`src/bgi_pkg.sv`:
```
package bgi_pkg;

  localparam int CoordW   = 32;
  localparam int FracBits = 16;
  localparam int DiffW    = CoordW + 1;
  localparam int NumCfg   = 5;
  localparam int NumRatio = 6;
  localparam int AddrW    = 6;

  localparam logic signed [63:0] I64Max = 64'sh7FFF_FFFF_FFFF_FFFF;
  localparam logic signed [63:0] I64Min = 64'sh8000_0000_0000_0000;

  typedef enum logic [2:0] {
    RegRow0X = 3'd0,
    RegRow1X = 3'd1,
    RegRowY  = 3'd2,
    RegRow0Z = 3'd3,
    RegRow1Z = 3'd4
  } cfg_reg_e;

  typedef enum logic [1:0] {
    RatIdle,
    RatDiv,
    RatStore
  } rat_state_e;

  typedef struct packed {
    logic signed [CoordW-1:0] x0;
    logic signed [CoordW-1:0] x1;
    logic signed [CoordW-1:0] x2;
    logic signed [CoordW-1:0] x3;
    logic signed [CoordW-1:0] y0;
    logic signed [CoordW-1:0] y3;
    logic signed [CoordW-1:0] z0;
    logic signed [CoordW-1:0] z1;
    logic signed [CoordW-1:0] z2;
    logic signed [CoordW-1:0] z3;
  } cell_t;

  typedef struct packed {
    logic [NumRatio-1:0][63:0] mag;
    logic [NumRatio-1:0]       neg;
    logic                      busy;
  } ratio_t;

  typedef struct packed {
    logic signed [63:0] v;
    logic               sat;
  } sres_t;

  function automatic sres_t apply_sign(input logic [63:0] m, input logic neg);
    sres_t r;
    r.sat = 1'b0;
    if (neg) begin
      if (m > 64'h8000_0000_0000_0000) begin
        r.sat = 1'b1;
        r.v   = I64Min;
      end else begin
        r.v = $signed(~m + 64'd1);
      end
    end else begin
      if (m > 64'h7FFF_FFFF_FFFF_FFFF) begin
        r.sat = 1'b1;
        r.v   = I64Max;
      end else begin
        r.v = $signed(m);
      end
    end
    return r;
  endfunction

  function automatic sres_t mul_fin(input logic [127:0] m, input logic neg,
                                    input logic [6:0] sh);
    logic [127:0] t;
    sres_t        r;
    t = m >> sh;
    if (t[127:64] != 64'd0) begin
      r.sat = 1'b1;
      r.v   = neg ? I64Min : I64Max;
    end else begin
      r = apply_sign(t[63:0], neg);
    end
    return r;
  endfunction

  function automatic sres_t sat_add(input logic signed [63:0] a,
                                    input logic signed [63:0] b);
    logic signed [64:0] s;
    sres_t              r;
    s = 65'(a) + 65'(b);
    if (s[64] != s[63]) begin
      r.sat = 1'b1;
      r.v   = s[64] ? I64Min : I64Max;
    end else begin
      r.sat = 1'b0;
      r.v   = s[63:0];
    end
    return r;
  endfunction

endpackage

```
`src/bgi_ratio.sv`:
```
module bgi_ratio (
  input  logic                 clk_i,
  input  logic                 rst_ni,
  input  logic                 start_i,
  input  bgi_pkg::cell_t       cell_i,
  output bgi_pkg::ratio_t      ratio_o
);

  localparam int DW = bgi_pkg::DiffW;
  localparam int CW = bgi_pkg::CoordW;

  bgi_pkg::rat_state_e state_q, state_d;

  logic [2:0]    k_q;
  logic [5:0]    bit_q;
  logic [63:0]   num_q;
  logic [63:0]   quo_q;
  logic [CW:0]   rem_q;
  logic [DW-1:0] dmag_q;
  logic          neg_q;

  logic [bgi_pkg::NumRatio-1:0][63:0] rmag_q;
  logic [bgi_pkg::NumRatio-1:0]       rneg_q;

  logic                 load;
  logic                 store;
  logic [2:0]           ld_k;
  logic signed [DW-1:0] dd;
  logic signed [CW-1:0] zz;
  logic [CW-1:0]        zmag;
  logic [DW-1:0]        ld_dmag;
  logic [63:0]          ld_num;
  logic                 ld_neg;
  logic [CW+1:0]        trial;
  logic                 ge;
  logic [63:0]          clip;

  always_comb begin
    state_d = state_q;
    case (state_q)
      bgi_pkg::RatIdle:  state_d = bgi_pkg::RatIdle;
      bgi_pkg::RatDiv:   if (&bit_q) state_d = bgi_pkg::RatStore;
      bgi_pkg::RatStore: begin
        if (k_q == 3'(bgi_pkg::NumRatio - 1)) state_d = bgi_pkg::RatIdle;
        else state_d = bgi_pkg::RatDiv;
      end
      default: state_d = bgi_pkg::RatIdle;
    endcase
    if (start_i) state_d = bgi_pkg::RatDiv;
  end

  always_comb begin
    store = (state_q == bgi_pkg::RatStore) && !start_i;
    load  = start_i || (store && (k_q != 3'(bgi_pkg::NumRatio - 1)));
    ld_k  = start_i ? 3'd0 : k_q + 3'd1;
  end

  always_comb begin
    zz = cell_i.z0;
    case (ld_k)
      3'd0: begin dd = DW'(cell_i.x0) - DW'(cell_i.x1); zz = cell_i.z0; end
      3'd1: begin dd = DW'(cell_i.x1) - DW'(cell_i.x0); zz = cell_i.z1; end
      3'd2: begin dd = DW'(cell_i.x2) - DW'(cell_i.x3); zz = cell_i.z2; end
      3'd3: begin dd = DW'(cell_i.x3) - DW'(cell_i.x2); zz = cell_i.z3; end
      3'd4: dd = DW'(cell_i.y0) - DW'(cell_i.y3);
      default: dd = DW'(cell_i.y3) - DW'(cell_i.y0);
    endcase
    zmag    = zz[CW-1] ? CW'(-zz) : CW'(zz);
    ld_dmag = dd[DW-1] ? DW'(-dd) : DW'(dd);
    if (ld_k < 3'd4) begin
      ld_num = 64'(zmag) << 32;
      ld_neg = zz[CW-1] ^ dd[DW-1];
    end else begin
      ld_num = 64'd1 << (bgi_pkg::FracBits + 32);
      ld_neg = dd[DW-1];
    end
  end

  always_comb begin
    trial = {rem_q, num_q[63]};
    ge    = trial >= (CW+2)'(dmag_q);
    if (neg_q) clip = (quo_q > 64'h8000_0000_0000_0000) ? 64'h8000_0000_0000_0000 : quo_q;
    else       clip = (quo_q > 64'h7FFF_FFFF_FFFF_FFFF) ? 64'h7FFF_FFFF_FFFF_FFFF : quo_q;
  end

  always_ff @(posedge clk_i or negedge rst_ni) begin
    if (!rst_ni) begin
      state_q <= bgi_pkg::RatIdle;
      rmag_q  <= '0;
      rneg_q  <= '0;
    end else begin
      state_q <= state_d;
      if (store) begin
        rmag_q[k_q] <= clip;
        rneg_q[k_q] <= neg_q && (quo_q != 64'd0);
      end
    end
  end

  always_ff @(posedge clk_i) begin
    if (load) begin
      k_q    <= ld_k;
      bit_q  <= '0;
      num_q  <= ld_num;
      quo_q  <= '0;
      rem_q  <= '0;
      dmag_q <= ld_dmag;
      neg_q  <= ld_neg;
    end else if (state_q == bgi_pkg::RatDiv) begin
      bit_q <= bit_q + 6'd1;
      num_q <= {num_q[62:0], 1'b0};
      quo_q <= {quo_q[62:0], ge};
      rem_q <= ge ? (CW+1)'(trial - (CW+2)'(dmag_q)) : (CW+1)'(trial);
    end
  end

  assign ratio_o.mag  = rmag_q;
  assign ratio_o.neg  = rneg_q;
  assign ratio_o.busy = (state_q != bgi_pkg::RatIdle) || start_i;

endmodule

```
`config.mk`:
```
export PLATFORM = sky130hd
export DESIGN_NAME = bgi_ratio
export DESIGN_NICKNAME = d
export VERILOG_FILES = /design/src/bgi_pkg.sv /design/src/bgi_ratio.sv
export SDC_FILE = /design/constraint.sdc
export NUM_CORES = 2
export LEC_CHECK = 0
export BUFFER_PORTS_ARGS = -buffer_cell sky130_fd_sc_hd__buf_2
export CAP_MARGIN = 20
export CORE_MARGIN = 10
export CORE_UTILIZATION = 40
export CTS_BUF_LIST = sky130_fd_sc_hd__clkbuf_4 sky130_fd_sc_hd__clkbuf_8
export CTS_CLUSTER_DIAMETER = 100
export CTS_CLUSTER_SIZE = 10
export DETAILED_ROUTE_END_ITERATION = 10
export GPL_ROUTABILITY_DRIVEN = 1
export GPL_TIMING_DRIVEN = 0
export PLACE_DENSITY = 0.57
export SLEW_MARGIN = 20
export SYNTH_ARGS = -nofsm -noshare
export SYNTH_HDL_FRONTEND = slang
export SYNTH_SLANG_ARGS = --single-unit
```
`constraint.sdc`:
```
create_clock -name clk_i -period 8.65 [get_ports clk_i]
set_input_delay 1.73 -clock clk_i [delete_from_list [all_inputs] [get_ports clk_i]]
set_output_delay 1.73 -clock clk_i [all_outputs]
set_load 0.005 [all_outputs]
```
* Word level (Yosys, flattened, before mapping)
Cells that the tools add are included.
** Storage, ports and cells
- Logic and storage cells :: 78
- Bits of input ports :: 323
- Output and inout bits :: 391
- Bits in registers :: 596
** Cells by class
- Eq/ne operators :: 9
- Muxes and demuxes :: 23
- Add/subtract/negate cells :: 11
- Magnitude comparators :: 6
- Bitwise logic cells :: 1
- Reduce and logical (&&, ||, !) cells :: 12
** Operator list (count)
- $mux 64 :: 7
- $bwmux 384 :: 1
- $sub 32x32->33 :: 6
- $demux 64 s3 :: 1
- $pmux 33 s5 :: 1
- $pmux 32 s3 :: 1
- $gt 64x63->1 const B :: 1
- $gt 64x64->1 const B :: 1
- $mux 32 :: 2
- $reduce_bool 64->1 :: 1
- $ge 34x33->1 :: 1
- $mux 33 :: 1
- $neg 33->33 :: 1
- $sub 33x33->33 :: 1
- $neg 32->32 :: 1
- $add 6x1->6 const B :: 1
- $bwmux 6 :: 1
- $eq 3x2->1 const B :: 2
- $eq 3x3->1 const B :: 2
- $ne 3x3->1 const B :: 2
- $reduce_and 6->1 :: 1
- $logic_and 1x1->1 :: 4
- $lt 3x4->1 const B :: 1
- $mux 2 :: 2
- 15 further kinds :: 19

* Longest topological paths before layout
- Depth after elaboration :: 8
- Depth in mapped cells :: 18
- Gate-level depth less buffers :: 16

* Least setup slack after synthesis
OpenSTA, ideal clock, no wires.
- Path type :: input to register
- From :: input cell_i[256] (netlist bit)
- To :: register dmag_q[30] (data pin)
- Data required time :: 8.386 ns
- Data arrival time :: 5.159 ns
- Stages on the path :: 16
- Library setup time :: 0.264 ns
- Slack :: 3.227 ns
- Cells stage by stage :: inv_1 ha_1 inv_1 fa_1 a21o_1 a221o_1 a311o_1 nor2_1 xor2_1 o22ai_1 a211oi_2 a2bb2oi_1 or4b_4 nor4b_4 a31oi_1 xor2_1
** On the way
- Cells in the longest elaborated chain, start to end :: 4
- Elaborated cells on any way between the ends :: 5
** RTL lines
- start, declared :: RTL line bgi_ratio.sv:5 : input bgi_pkg::cell_t cell_i,
- $sub 32x32->33, on equally long branches :: RTL line bgi_ratio.sv:62, bgi_ratio.sv:61
- $pmux 33 s5 (*) :: RTL line bgi_ratio.sv:60 : case (ld_k)
- $neg 33->33 :: RTL line bgi_ratio.sv:69 : ld_dmag = dd[DW-1] ? DW'(-dd) : DW'(dd);
- $mux 32 (*) :: RTL line bgi_ratio.sv:69
- via ld_dmag[30] :: RTL line bgi_ratio.sv:31 : logic [DW-1:0] ld_dmag;
- end signal, assigned :: RTL line bgi_ratio.sv:107 : dmag_q <= ld_dmag;
- end, declared :: RTL line bgi_ratio.sv:19 : logic [DW-1:0] dmag_q;
The timed path passes the listed nets; every way through them passes the cells marked *.
A chain may end at the register's enable or synchronous reset.

* Worst setup path in the final report
- From :: input start_i
- To :: register dmag_q[31] (data pin)
** On the way
- Cells in the longest elaborated chain, start to end :: 5
- Elaborated cells on any way between the ends :: 9
** RTL lines
- start, declared :: RTL line bgi_ratio.sv:4 : input logic start_i,
- $mux 3 (*) :: RTL line bgi_ratio.sv:55 : ld_k = start_i ? 3'd0 : k_q + 3'd1;
- via ld_k[0] :: RTL line bgi_ratio.sv:27 : logic [2:0] ld_k;
- $eq 3x3->1, or another cell as far along :: RTL line bgi_ratio.sv:60
- $pmux 33 s5 (*) :: RTL line bgi_ratio.sv:60
- $neg 33->33 :: RTL line bgi_ratio.sv:69
- $mux 32 (*) :: RTL line bgi_ratio.sv:69
- via ld_dmag[31] :: RTL line bgi_ratio.sv:31
Marks and branches as above.

==> flow_summary_export.csv <==
group,metric,value,unit
power_and_ir_drop,switching_share,36.8,%
sta,hold_violations,0,
grt,grt_pass1_vias,36200,
floorplanning,start_util,40.3,%
drt,dr.pass1.iters,8,
logic_synthesis,synth_cell_type_count,90,
placed_design,placed_area,42100,sq um
logic_synthesis,netlist.area_leader.share,26.6,%
sta,slew_viol_final,0,
floorplanning,die_h,324,microns
logic_synthesis,yosysSeqAreaShare,37.8,%
placed_design,hpwlAfterDp,134000,microns
sta,slew_headroom,15.9,%
drt,remaining_drc_errors,0,
worst_setup_path,crit_path_cell_trace,"buf_2 -> buf_2 -> nor2_2 -> and3_1 -> buf_2 -> clkbuf_1 -> buf_1 -> clkbuf_1 -> nand2_1 -> o21ai_0 -> nand2_1 -> o2111ai_1 -> a211oi_1 -> nand4_1 -> nor4_1 -> a41oi_1 -> xor2_1",
floorplanning,core,91500,sq um
clock_network,cts_buffers,66,
grt,grt_pass1_wl,238000,microns
power_and_ir_drop,vdd_ir_drop_max,0.0976,mV
floorplanning,ioPinCount,714,
clock_network,path_clk_slew,80,ps
sta,tightestPinTransition,1260,ps
worst_setup_path,critical-path-max-stage-delay,990,ps
hold_path,hold_path.class,"reg -> reg",
logic_synthesis,synth_area,36900,sq um
logic_synthesis,synth_area_leader_cell,"dfrtp_1",
logic_synthesis,ys_warn_count,0,
clock_network,clock_latency,680,ps
drt,wl_per_cell,25.0,microns
floorplanning,fp.dieW,324,microns
clock_network,htreeDepth,3,
power_and_ir_drop,power_density,171,nW/um^2
logic_synthesis,avgSynthCellArea,8.08,sq um
sta,grt_setup_unrepaired,"no",
clock_network,clkSinkCount,564,
clock_network,hold_buffers,0,
grt,track_usage,30.0,%
power_and_ir_drop,p_seq_share,39.6,%
placed_design,gp_congestion,1.05,
logic_synthesis,synthTopCellsByCount,"nand2_1 (790), o21ai_0 (659), dfrtp_1 (392)",
sta,setup_viol,0,
outcome,outcome,"completed",
logic_synthesis,synth_nets,5123,
power_and_ir_drop,power.switching,0.00272,W
clock_network,clockBufferDepth,3,
clock_network,cts_resized,0,
logic_synthesis,synth_area_leaders,"dfrtp_1 (27%), o21ai_0 (8.9%), nand2_1 (8.0%)",
power_and_ir_drop,p_int,0.00468,W
logic_synthesis,synth_edf_count,69,
worst_setup_path,cp_slowest_cell,"clkbuf_1",
worst_setup_path,endpoint_kind,"flip-flop",
layout,syn2layout_area_growth,17.7,%
layout,nFillCells,9403,
logic_synthesis,synth.most_common_cell,"nand2_1",
logic_synthesis,ys_ff_latch,564,
floorplanning,rows,111,
sta,period_needed,7230,ps
job,cap_violations,0,
sta,fin_skew,54.2,ps
worst_setup_path,critPathLaunchType,"input port",
power_and_ir_drop,p_clk_share,25.4,%
grt,grt-ovfl-total,0,
drt,detail-route-antenna-nets,0,
grt,grt_max_degree,84,
clock_network,postCtsSetupBuffers,0,
floorplanning,die-area,105000,sq um
sta,whs,456,ps
worst_setup_path,critPathMaxFanout,10,
sta,post-route-period-util,83.6,%
drt,wl,165000,microns
logic_synthesis,async_flop_share,69.5,%
layout,postLayoutCellArea,43400,sq um
worst_setup_path,reg2reg_slack,2030,ps
layout,layout-drive-gt1-share,16.6,%
clock_network,cts_tree,"built",
worst_setup_path,worstSetupPathType,"in -> reg",
drt,routed_via_density,5.74,
logic_synthesis,ys.flop_type,"dfrtp_1",
layout,final_nets,5917,
grt,antenna_found_initial,12,
power_and_ir_drop,cellLeakagePower,20.8,nW
worst_setup_path,path_common_cell,"buf_2",
drt,dr_total_vias,37800,
placed_design,io_buffers,713,
sta,fmax,138,MHz
worst_setup_path,cp.required,9030,ps
worst_setup_path,cp_data_arrival_time,7610,ps
power_and_ir_drop,power,0.00741,W
clock_network,ctsRootBufferMaster,"clkbuf_8",
logic_synthesis,syn_inst,4563,
drt,drt_iter0_drc,3569,
power_and_ir_drop,combPwrFrac,35.0,%
==> critical path: cells and delay by family <==
kind	cells	cell delay, ps
buffers and inverters	6	3200
AND/OR/NAND/NOR	6	1810
XOR/XNOR	1	100
AO/OA/AOI/OAI	4	750
==> placed cells by master (no fill, tap or decap), types with 36 or more instances in the layout <==
cell,instances
nand2_1,790
buf_2,732
o21ai_0,646
dfrtp_1,392
a21oi_1,338
inv_1,280
clkbuf_1,250
nor2_1,234
ha_1,230
xnor2_1,105
dfxtp_1,103
a21o_1,87
xor2_1,75
edfxtp_1,69
clkbuf_8,66
nand4_1,65
nor3_1,62
nand3_1,61
mux2i_1,56
o21a_1,52
a22oi_1,51
o21bai_1,36
==> cell families (layout without fill, tap and decap cells) <==
kind of cell	count (synthesis)	after routing	share of synthesized area (%)
AND/OR/NAND/NOR	1417	1417	17.0
other	0	9	0
multiplexers	67	67	1.86
buffers and inverters	566	1399	5.85
AO/OA/AOI/OAI	1532	1532	25.0
flip-flops	564	564	37.8
adder cells (fa/ha/maj)	237	237	8.19
XOR/XNOR	180	180	4.28
==> per-layer routing <==
metal / share of wire, % / up-vias / global-route usage [%]
met3: 7.9 / 329 / 5.60
met1: 41 / 18300 / 37.7
met4: 4.9 / 8 / 13.2
li1: - / 17600 / -
met2: 46 / 1626 / 49.8
met5: 0.036 / - / 0
==> final timing paths <==
kind / startpoint / end / cells after the start
worst max-delay path: start_i / dmag_q[31] / 17
worst min-delay path: quo_q[18] / quo_q[19] / 2
worst max register to register: k_q[0] / dmag_q[27] / 13
worst min register to register: quo_q[18] / quo_q[19] / 2
max in group asynchronous: rst_ni / ratio_o[133] / 3
min in group asynchronous: rst_ni / ratio_o[104] / 1
==> layout make-up <==
class,count,area (sq um),area share [%]
repair buffers,726,3750,8.63
multi-input cells,3433,20800,47.9
flip-flops and latches,564,13900,32.1
clock buffers,99,1160,2.66
plain buffers,285,1110,2.55
well taps,1186,1480,3.42
diodes,9,22.5,0.0519
inverters,281,1050,2.43
clock inverters,8,98.8,0.228
==> state kept, by name (all words and copies together) (netlist names) <==
name     cells
bit_q        6
k_q          3
dmag_q      33
num_q       32
ratio_o    384
neg_q        1
rneg_q       6
state_q      2
quo_q       64
rem_q       33
==> power by group through the flow <==
stage	registers (W)	logic [W]	clock network (W)
floorplan	0.00296	0.00175	0
global placement	0.00298	0.00251	0
detailed placement	0.00299	0.00253	0
CTS	0.00293	0.00254	0.00193
global route	0.00295	0.00283	0.00203
finish	0.00293	0.00259	0.00188
==> stage by stage <==
| step | cells | util [%] | setup WS (ps) | setup TNS [ps] |
|---|---|---|---|---|
| floorplan | 4563 | - | 3230 | 0 |
| global placement | 6462 | 45.8 | -2150 | -821600 |
| detailed placement | 6472 | 46.0 | 825 | 0 |
| CTS | 6579 | 47.4 | 1540 | 0 |
| global route | 6589 | 47.4 | 1570 | 0 |
| finish | 6591 | 47.4 | 1420 | 0 |
(Power assumes the default switching activity.)
